**src/hdl/abft_pkg.sv**
```systemverilog
// Shared types and constants for the adaptive batch flush timer.
// No dependencies; imported by abft_div10, the top level and the checker.
`timescale 1ns / 1ps

package abft_pkg;

    // Field widths
    localparam int PERIOD_W   = 28;
    localparam int TIME_W     = 48;
    localparam int PEND_W     = 12;
    localparam int CNT_W      = 32;
    localparam int KIND_W     = 2;
    localparam int CFG_IDX_W  = 2;
    localparam int IN_TDATA_W  = 64;
    localparam int OUT_TDATA_W = 32;
    localparam int OUT_PAD_W   = OUT_TDATA_W - PERIOD_W - 2;

    // A flush with at least this many pending requests counts as full
    localparam int FULL_BATCH_DEPTH = 64;
    localparam int PEND_CMP_W       = PEND_W + 1;

    // Reset values of the period and its clamps (ns)
    localparam logic [PERIOD_W-1:0] PERIOD_RESET     = 28'd1000000;
    localparam logic [PERIOD_W-1:0] MIN_PERIOD_RESET = 28'd10000;
    localparam logic [PERIOD_W-1:0] MAX_PERIOD_RESET = 28'd250000000;

    // Divide by ten through a reciprocal: q = (x * 0xCCCCCCCD) >> 35, exact for 32-bit x
    localparam int          QUOT_W      = 25;
    localparam int          PROD_W      = PERIOD_W + 32;
    localparam int          RECIP_SHIFT = 35;
    localparam logic [31:0] RECIP_TEN   = 32'hCCCCCCCD;
    localparam logic [QUOT_W-1:0] QUOT_RESET = QUOT_W'(PERIOD_RESET / 10);

    // Rate test: request_count * 1e6 < period; only counts below 2^9 can pass
    localparam int          RATE_W      = 9;
    localparam int          RATE_PROD_W = PERIOD_W + 1;
    localparam logic [19:0] NS_PER_MS   = 20'd1000000;

    // Running ratio differences:
    //   hi = 9*full - 11*partial  (hi > 0 : full share above 0.55)
    //   lo = 11*full - 9*partial  (lo < 0 : full share below 0.45)
    localparam int RATIO_W = 38;
    localparam logic [RATIO_W-1:0] HI_FULL_STEP = 38'd9;
    localparam logic [RATIO_W-1:0] HI_PART_STEP = 38'd11;
    localparam logic [RATIO_W-1:0] LO_FULL_STEP = 38'd11;
    localparam logic [RATIO_W-1:0] LO_PART_STEP = 38'd9;

    // Request kinds carried on tuser
    typedef enum logic [KIND_W-1:0] {
        KIND_REQUEST = 2'd0,
        KIND_FLUSH   = 2'd1,
        KIND_TUNE    = 2'd2
    } kind_t;

    // Configuration register indexes
    localparam logic [CFG_IDX_W-1:0] CFG_MIN_PERIOD = 2'd0;
    localparam logic [CFG_IDX_W-1:0] CFG_MAX_PERIOD = 2'd1;

    // Input request as held in the input register
    typedef struct packed {
        logic [KIND_W-1:0] kind;
        logic [PEND_W-1:0] pending;
        logic [TIME_W-1:0] now;
    } item_t;

    // Result word, laid out exactly as m_axis_tdata
    typedef struct packed {
        logic [OUT_PAD_W-1:0] pad;
        logic                 tuned;
        logic [PERIOD_W-1:0]  period;
        logic                 flush;
    } result_t;

endpackage

```
**src/hdl/abft_div10.sv**
```systemverilog
// Registered divide-by-ten of the flush period, used for the grow and shrink steps.
// Depends on abft_pkg.
`timescale 1ns / 1ps

module abft_div10
(
    input  logic                         clk,
    input  logic                         rst_n,
    input  logic [abft_pkg::PERIOD_W-1:0] period,
    output logic [abft_pkg::QUOT_W-1:0]   quot
);
    import abft_pkg::*;

    logic [PROD_W-1:0] prod;
    logic [QUOT_W-1:0] quot_next;
    logic [QUOT_W-1:0] quot_reg;

    // Reciprocal multiply, quotient taken from the high bits
    assign prod      = PROD_W'(period) * PROD_W'(RECIP_TEN);
    assign quot_next = prod[RECIP_SHIFT +: QUOT_W];

    always_ff @(posedge clk or negedge rst_n)
    begin
        if (!rst_n)
        begin
            quot_reg <= QUOT_RESET;
        end
        else
        begin
            quot_reg <= quot_next;
        end
    end

    assign quot = quot_reg;

endmodule

```
**src/hdl/adaptive_batch_flush_timer_top.sv**
```systemverilog
// Adaptive batch flush timer: handshake, configuration, counters and period tuning.
// Depends on abft_pkg and abft_div10.
`timescale 1ns / 1ps

// Usage
//   s_axis carries one request per transfer: tuser holds the kind (count an I/O
//   request, flush attempt, tuning pass), tdata holds now_ns and pending_count.
//   m_axis returns exactly one result per request: flush, period_ns, tuned.
//   cfg writes the period clamps (index 0 minimum, 1 maximum); it is always
//   ready and is meant to be used only while no request is in flight.
// Path: the input register holds a request, the result register its result.
// Throughput: one request per cycle unless m_axis stalls. Each request is
//   resolved combinationally between the input register and the result
//   register; the period/10 term comes from a registered reciprocal
//   multiplier that is refreshed every cycle, in time for the next tuning
//   pass able to act.
// Reset: period returns to 1 ms, clamps to 10 us and 250 ms, counters and the
//   flush time base to zero; both registers empty.
// Stall: while m_axis_tready is low the result holds; one more request can be
//   taken into the input register, after which s_axis_tready drops.

module adaptive_batch_flush_timer_top
(
    input  logic                                 clk,
    input  logic                                 rst_n,
    // Requests
    input  logic                                 s_axis_tvalid,
    output logic                                 s_axis_tready,
    input  logic [abft_pkg::IN_TDATA_W-1:0]      s_axis_tdata,   // now_ns[47:0], pending_count[59:48], zero pad
    input  logic [abft_pkg::KIND_W-1:0]          s_axis_tuser,   // req_type[1:0]
    // Results
    output logic                                 m_axis_tvalid,
    input  logic                                 m_axis_tready,
    output logic [abft_pkg::OUT_TDATA_W-1:0]     m_axis_tdata,   // flush[0], period_ns[28:1], tuned[29], zero pad
    // Configuration
    input  logic                                 cfg_valid,
    output logic                                 cfg_ready,
    input  logic [abft_pkg::CFG_IDX_W-1:0]       cfg_index,
    input  logic [abft_pkg::PERIOD_W-1:0]        cfg_data
);
    import abft_pkg::*;

    // Handshake registers
    logic    in_valid_reg,  in_valid_next;
    item_t   in_item_reg;
    logic    out_valid_reg, out_valid_next;
    result_t out_res_reg,   out_res_next;
    logic    fire;

    // Block state
    logic [PERIOD_W-1:0] min_reg,        min_next;
    logic [PERIOD_W-1:0] max_reg,        max_next;
    logic [PERIOD_W-1:0] period_reg,     period_next;
    logic [TIME_W-1:0]   last_flush_reg, last_flush_next;
    logic [CNT_W-1:0]    full_cnt_reg,   full_cnt_next;
    logic [CNT_W-1:0]    part_cnt_reg,   part_cnt_next;
    logic [CNT_W-1:0]    req_cnt_reg,    req_cnt_next;
    logic [RATIO_W-1:0]  ratio_hi_reg,   ratio_hi_next;
    logic [RATIO_W-1:0]  ratio_lo_reg,   ratio_lo_next;

    // Period divided by ten, trailing period_reg by one register
    logic [QUOT_W-1:0]   quot;

    // Decision terms
    logic [TIME_W-1:0]      elapsed;
    logic                   due;
    logic                   is_full;
    logic [RATE_PROD_W-1:0] rate_prod;
    logic                   rate_low;
    logic [PERIOD_W:0]      grow_sum;
    logic [PERIOD_W-1:0]    grow_period;
    logic                   rem_nz;
    logic [PERIOD_W-1:0]    shrink_diff;
    logic [PERIOD_W-1:0]    shrink_period;
    logic                   tune_en;
    logic                   flush_flag;
    logic                   tuned_flag;

    abft_div10 u_div10
    (
        .clk    (clk),
        .rst_n  (rst_n),
        .period (period_reg),
        .quot   (quot)
    );

    // Pipeline handshake: one input register, one result register
    assign fire          = in_valid_reg && (!out_valid_reg || m_axis_tready);
    assign s_axis_tready = !in_valid_reg || fire;
    assign m_axis_tvalid = out_valid_reg;
    assign m_axis_tdata  = out_res_reg;
    assign cfg_ready     = 1'b1;

    always_comb
    begin
        if (s_axis_tvalid && s_axis_tready)
            in_valid_next = 1'b1;
        else if (fire)
            in_valid_next = 1'b0;
        else
            in_valid_next = in_valid_reg;

        if (fire)
            out_valid_next = 1'b1;
        else if (m_axis_tready)
            out_valid_next = 1'b0;
        else
            out_valid_next = out_valid_reg;
    end

    // Flush timing and fill test
    assign elapsed = in_item_reg.now - last_flush_reg;
    assign due     = (elapsed >= TIME_W'(period_reg));
    assign is_full = (PEND_CMP_W'(in_item_reg.pending) >= PEND_CMP_W'(FULL_BATCH_DEPTH));

    // Request rate below one per millisecond
    assign rate_prod = RATE_PROD_W'(req_cnt_reg[RATE_W-1:0]) * RATE_PROD_W'(NS_PER_MS);
    assign rate_low  = (req_cnt_reg[CNT_W-1:RATE_W] == '0)
                       && (rate_prod < RATE_PROD_W'(period_reg));

    // Grow: period + floor(period/10), clamped to the maximum
    assign grow_sum    = (PERIOD_W+1)'(period_reg) + (PERIOD_W+1)'(quot);
    assign grow_period = (grow_sum > (PERIOD_W+1)'(max_reg)) ? max_reg
                                                             : grow_sum[PERIOD_W-1:0];

    // Shrink: period - ceil(period/10), clamped to the minimum
    assign rem_nz        = (PERIOD_W'({quot, 3'b000}) + PERIOD_W'({quot, 1'b0})) != period_reg;
    assign shrink_diff   = period_reg - PERIOD_W'(quot) - PERIOD_W'(rem_nz);
    assign shrink_period = (shrink_diff < min_reg) ? min_reg : shrink_diff;

    assign tune_en = (full_cnt_reg != '0) || (part_cnt_reg != '0);

    // Per-request state update
    always_comb
    begin
        period_next     = period_reg;
        last_flush_next = last_flush_reg;
        full_cnt_next   = full_cnt_reg;
        part_cnt_next   = part_cnt_reg;
        req_cnt_next    = req_cnt_reg;
        ratio_hi_next   = ratio_hi_reg;
        ratio_lo_next   = ratio_lo_reg;
        flush_flag      = 1'b0;
        tuned_flag      = 1'b0;

        if (fire)
        begin
            case (in_item_reg.kind)
                KIND_REQUEST:
                begin
                    if (req_cnt_reg != '1)
                        req_cnt_next = req_cnt_reg + 1'b1;
                end
                KIND_FLUSH:
                begin
                    if (due)
                    begin
                        flush_flag      = 1'b1;
                        last_flush_next = in_item_reg.now;
                        if (is_full)
                        begin
                            if (full_cnt_reg != '1)
                            begin
                                full_cnt_next = full_cnt_reg + 1'b1;
                                ratio_hi_next = ratio_hi_reg + HI_FULL_STEP;
                                ratio_lo_next = ratio_lo_reg + LO_FULL_STEP;
                            end
                        end
                        else
                        begin
                            if (part_cnt_reg != '1)
                            begin
                                part_cnt_next = part_cnt_reg + 1'b1;
                                ratio_hi_next = ratio_hi_reg - HI_PART_STEP;
                                ratio_lo_next = ratio_lo_reg - LO_PART_STEP;
                            end
                        end
                    end
                end
                KIND_TUNE:
                begin
                    if (tune_en)
                    begin
                        tuned_flag = 1'b1;
                        if (rate_low)
                            period_next = min_reg;
                        else if (!ratio_hi_reg[RATIO_W-1] && (ratio_hi_reg != '0))
                            period_next = grow_period;
                        else if (ratio_lo_reg[RATIO_W-1])
                            period_next = shrink_period;
                        full_cnt_next   = '0;
                        part_cnt_next   = '0;
                        req_cnt_next    = '0;
                        ratio_hi_next   = '0;
                        ratio_lo_next   = '0;
                        last_flush_next = in_item_reg.now;
                    end
                end
                default:
                begin
                end
            endcase
        end

        out_res_next        = out_res_reg;
        if (fire)
        begin
            out_res_next.pad    = '0;
            out_res_next.flush  = flush_flag;
            out_res_next.period = period_next;
            out_res_next.tuned  = tuned_flag;
        end
    end

    // Configuration writes
    always_comb
    begin
        min_next = min_reg;
        max_next = max_reg;
        if (cfg_valid && cfg_ready)
        begin
            case (cfg_index)
                CFG_MIN_PERIOD: min_next = cfg_data;
                CFG_MAX_PERIOD: max_next = cfg_data;
                default:
                begin
                end
            endcase
        end
    end

    // Control and state registers
    always_ff @(posedge clk or negedge rst_n)
    begin
        if (!rst_n)
        begin
            in_valid_reg   <= 1'b0;
            out_valid_reg  <= 1'b0;
            min_reg        <= MIN_PERIOD_RESET;
            max_reg        <= MAX_PERIOD_RESET;
            period_reg     <= PERIOD_RESET;
            last_flush_reg <= '0;
            full_cnt_reg   <= '0;
            part_cnt_reg   <= '0;
            req_cnt_reg    <= '0;
            ratio_hi_reg   <= '0;
            ratio_lo_reg   <= '0;
        end
        else
        begin
            in_valid_reg   <= in_valid_next;
            out_valid_reg  <= out_valid_next;
            min_reg        <= min_next;
            max_reg        <= max_next;
            period_reg     <= period_next;
            last_flush_reg <= last_flush_next;
            full_cnt_reg   <= full_cnt_next;
            part_cnt_reg   <= part_cnt_next;
            req_cnt_reg    <= req_cnt_next;
            ratio_hi_reg   <= ratio_hi_next;
            ratio_lo_reg   <= ratio_lo_next;
        end
    end

    // Payload registers
    always_ff @(posedge clk)
    begin
        if (s_axis_tvalid && s_axis_tready)
        begin
            in_item_reg.kind    <= s_axis_tuser;
            in_item_reg.pending <= s_axis_tdata[TIME_W +: PEND_W];
            in_item_reg.now     <= s_axis_tdata[TIME_W-1:0];
        end
        out_res_reg <= out_res_next;
    end

endmodule

```
**config.mk**
```make
export PLATFORM = sky130hd
export DESIGN_NAME = adaptive_batch_flush_timer_top
export DESIGN_NICKNAME = d
export VERILOG_FILES = /design/src/hdl/abft_pkg.sv /design/src/hdl/abft_div10.sv /design/src/hdl/adaptive_batch_flush_timer_top.sv
export SDC_FILE = /design/constraint.sdc
export NUM_CORES = 2
export LEC_CHECK = 0
export CAP_MARGIN = 40
export CORE_MARGIN = 8
export CORE_UTILIZATION = 45
export DETAILED_ROUTE_END_ITERATION = 10
export DONT_BUFFER_PORTS = 1
export GPL_TIMING_DRIVEN = 0
export SYNTH_ARGS = -nofsm -noshare
export SYNTH_HDL_FRONTEND = slang
export SYNTH_SLANG_ARGS = --single-unit
```
**constraint.sdc**
```tcl
create_clock -name clk -period 9.75 [get_ports clk]
set_input_delay 0.975 -clock clk [delete_from_list [all_inputs] [get_ports clk]]
set_output_delay 0.975 -clock clk [all_outputs]
set_load 0.02 [all_outputs]
```
==> metrics.yaml <==
clk_latency_ns: 0.65
drt-total-wl_um: 124000
synth_enable_flop_cells: 86
cts_num_sinks: 417
final_util_pct: 50.2
grtUsageTotal_pct: 23.4
max-cap-violations: 0
clock_tree.htree_level_count: 2
run_status: "finished clean"
largest_register_ffs: 56
placement.io_buffers: 0
mapped_cell_area_um2: 42400
post_detailed_route_drc_marker_count: 0
drive_above_1_share_pct: 7.64
place_congestion: 0.976
tritoncts.num_buffers: 51
timing.slew.headroom_pct: 1.88
worst-r2r-setup-slack_ns: 0.05
synth_cells: 4695
regToRegEndpoint: "m_axis_tdata[16]"
critical_path_required_ns: 10.17
globalRoute.totalOverflow: 0
num_rows: 112
ys_top_cells_by_count: "627 x ha_1, 616 x inv_1, 358 x o21ai_0"
cts.path.max_buffers: 3
worst_slack_on_hold_paths_ns: 0.0263
first_global_vias: 33600
die-area_um2: 104000
cp-start-kind: "register"
vias_per_cell: 5.72
finalClockSkew_ns: 0.0278
antenna_violating_nets_post_route: 0
synthesis.yosys.warnings: 0
cp_slowest_stage_delay_ns: 0.61
die_w_um: 323
core-area_um2: 93300
drt_pre_antenna_iters: 5
start_util_pct: 45.4
end_kind: "register"
worst_r2r_path_depth: 39
ys_async_sr_fraction_pct: 79.4
pin_count: 136
worst_ep_arrival_time_ns: 10.12
final_nets: 5758
critical_path_peak_fanout: 4
setup_crit_path_kind: "register to register"
synth_top_area_cell: "ha_1"
antenna_violations_before_repair: 1
area_growth_pct: 10.6
ys_seq_area_share_pct: 25.7
synth.top_cell.area_share_pct: 18.5
place_hpwl_um: 97700
tightest_slew_ns: 1.47
timing.final.max_slew_violations: 0
finalWorstPathRequiredPeriod_ns: 9.70
ys_top_cells_by_area: "ha_1 19%, dfrtp_1 18%, fa_1 11%"
wire_length_of_the_first_global_routing_pass_um: 194000
worst_hold_path_type: "input port to async pin"
crit_path_frequent_cell: "nand4_1"
report.final.setup_viol: 0
grt_start_max_net_pins: 332
avgSynthCellArea_um2: 9.03
vias: 34800
multiInputGateArea_um2: 29200
timing.critical_path.slowest_stage_cell: "or4_4"
rsz0062_at_grt: "true"
detail_route.iter0.violations: 2930
critical_path.reg2reg.startpoint: "u_div10.quot[4]"
fill_count: 8811
most_common_flop_cell_mapped_by_yosys: "dfrtp_1"
max_clock_freq_mhz: 103
sequential_cell_area_um2: 10900
routed_wire_length_per_instance_um: 20.4
synth_seq_cells: 417
library_cells_used_by_synthesis: 84
cts_hold_buf: 0
fin_crit_sh_pct: 99.5
chipHeight_um: 323
cts_root_buffer: "clkbuf_16"
tritoncts_clock_tree: "yes"
cts.reportedPaths.clkPinSlew_ns: 0.06
finalHoldViolCount: 0
cell_with_the_most_instances_after_synthesis: "ha_1"
-- metal layers --
metal | vias to the layer above | share of wire [%] | track usage [%]
met3 | 200 | 6.9 | 4.02
met5 | - | 0 | 0
met4 | 0 | 2.9 | 5.96
li1 | 16700 | - | -
met2 | 1014 | 43 | 35.6
met1 | 16900 | 47 | 34.2
-- worst max-delay path, delay by kind of cell (launching register included) --
kind	cells	cell delay, ns
AOI/OAI and AO/OA	18	3.89
xor gates and xnor gates	2	0.32
adders and majority gates	4	1.41
buffers and inverters	3	0.34
DFF	1	0.44
and+or+nand+nor	12	3.07
-- final cells by class --
type,instances,share of cell area [%]
Clock buffer,64,2.89
Antenna cell,1,0.00534
Tap cell,1254,3.35
Inverter,618,4.97
Buffer,145,1.46
Timing Repair Buffer,45,1.14
Multi-Input combinational cell,3516,62.2
Clock inverter,28,0.731
Sequential cell,417,23.3
-- per-stage QoR --
stage          TNS (ns)  worst slack (ns)  instance area (um^2)  std cells
6_report              0            0.0467                 46900       6088
5_1_grt           -7.08            -0.321                 46900       6087
4_1_cts               0          0.000239                 46000       6060
3_5_place_dp     -75.78             -1.74                 44100       5959
3_3_place_gp     -72.45             -1.74                 44000       5950
2_1_floorplan         0             0.557                 42400       4696
-- repair_timing --
action / CTS / global route
cloned: 0 / 3
pin swaps: 16 / 81
endpoints found under the setup margin: 56 / 58
resized for setup: 49 / 146
setup buffers: 9 / 24
-- how the worst max path moves through the flow --
stage	from	endpoint	slack, ns	cells past startpoint
3_3_place_gp	u_div10.quot[0]	m_axis_tdata[25]	-1.74	43
4_1_cts	u_div10.quot[0]	m_axis_tdata[3]	0.0002	44
3_5_place_dp	u_div10.quot[0]	m_axis_tdata[25]	-1.74	43
2_1_floorplan	u_div10.quot[0]	m_axis_tdata[1]	0.56	47
6_report	u_div10.quot[4]	m_axis_tdata[16]	0.05	39
5_1_grt	u_div10.quot[2]	m_axis_tdata[16]	-0.32	46
-- placed cells by master, fill, tap and decap left out, drive strengths merged, types with 104 or more instances in the layout --
cell type / instances
ha: 627
inv: 620
o21ai: 368
nand2: 311
dfrtp: 300
a21oi: 291
nor2: 253
fa: 236
xnor2: 173
clkbuf: 170
a21o: 108
nand3: 104
-- kinds of logic (layout without fill, tap and decap cells) --
| logic type | count (synthesis) | in the layout | synth area share, % |
|---|---|---|---|
| adders and majority gates | 863 | 863 | 29.7 |
| and+or+nand+nor | 1147 | 1147 | 13.3 |
| muxes | 53 | 53 | 1.35 |
| other | 2 | 4 | 0.0177 |
| xor gates and xnor gates | 260 | 260 | 5.37 |
| AOI/OAI and AO/OA | 1190 | 1190 | 17.7 |
| buffers and inverters | 763 | 900 | 6.94 |
| DFF | 417 | 417 | 25.7 |
Power is not shown: default switching activity piles up to over one toggle a cycle in this logic, so the estimate is an artifact.
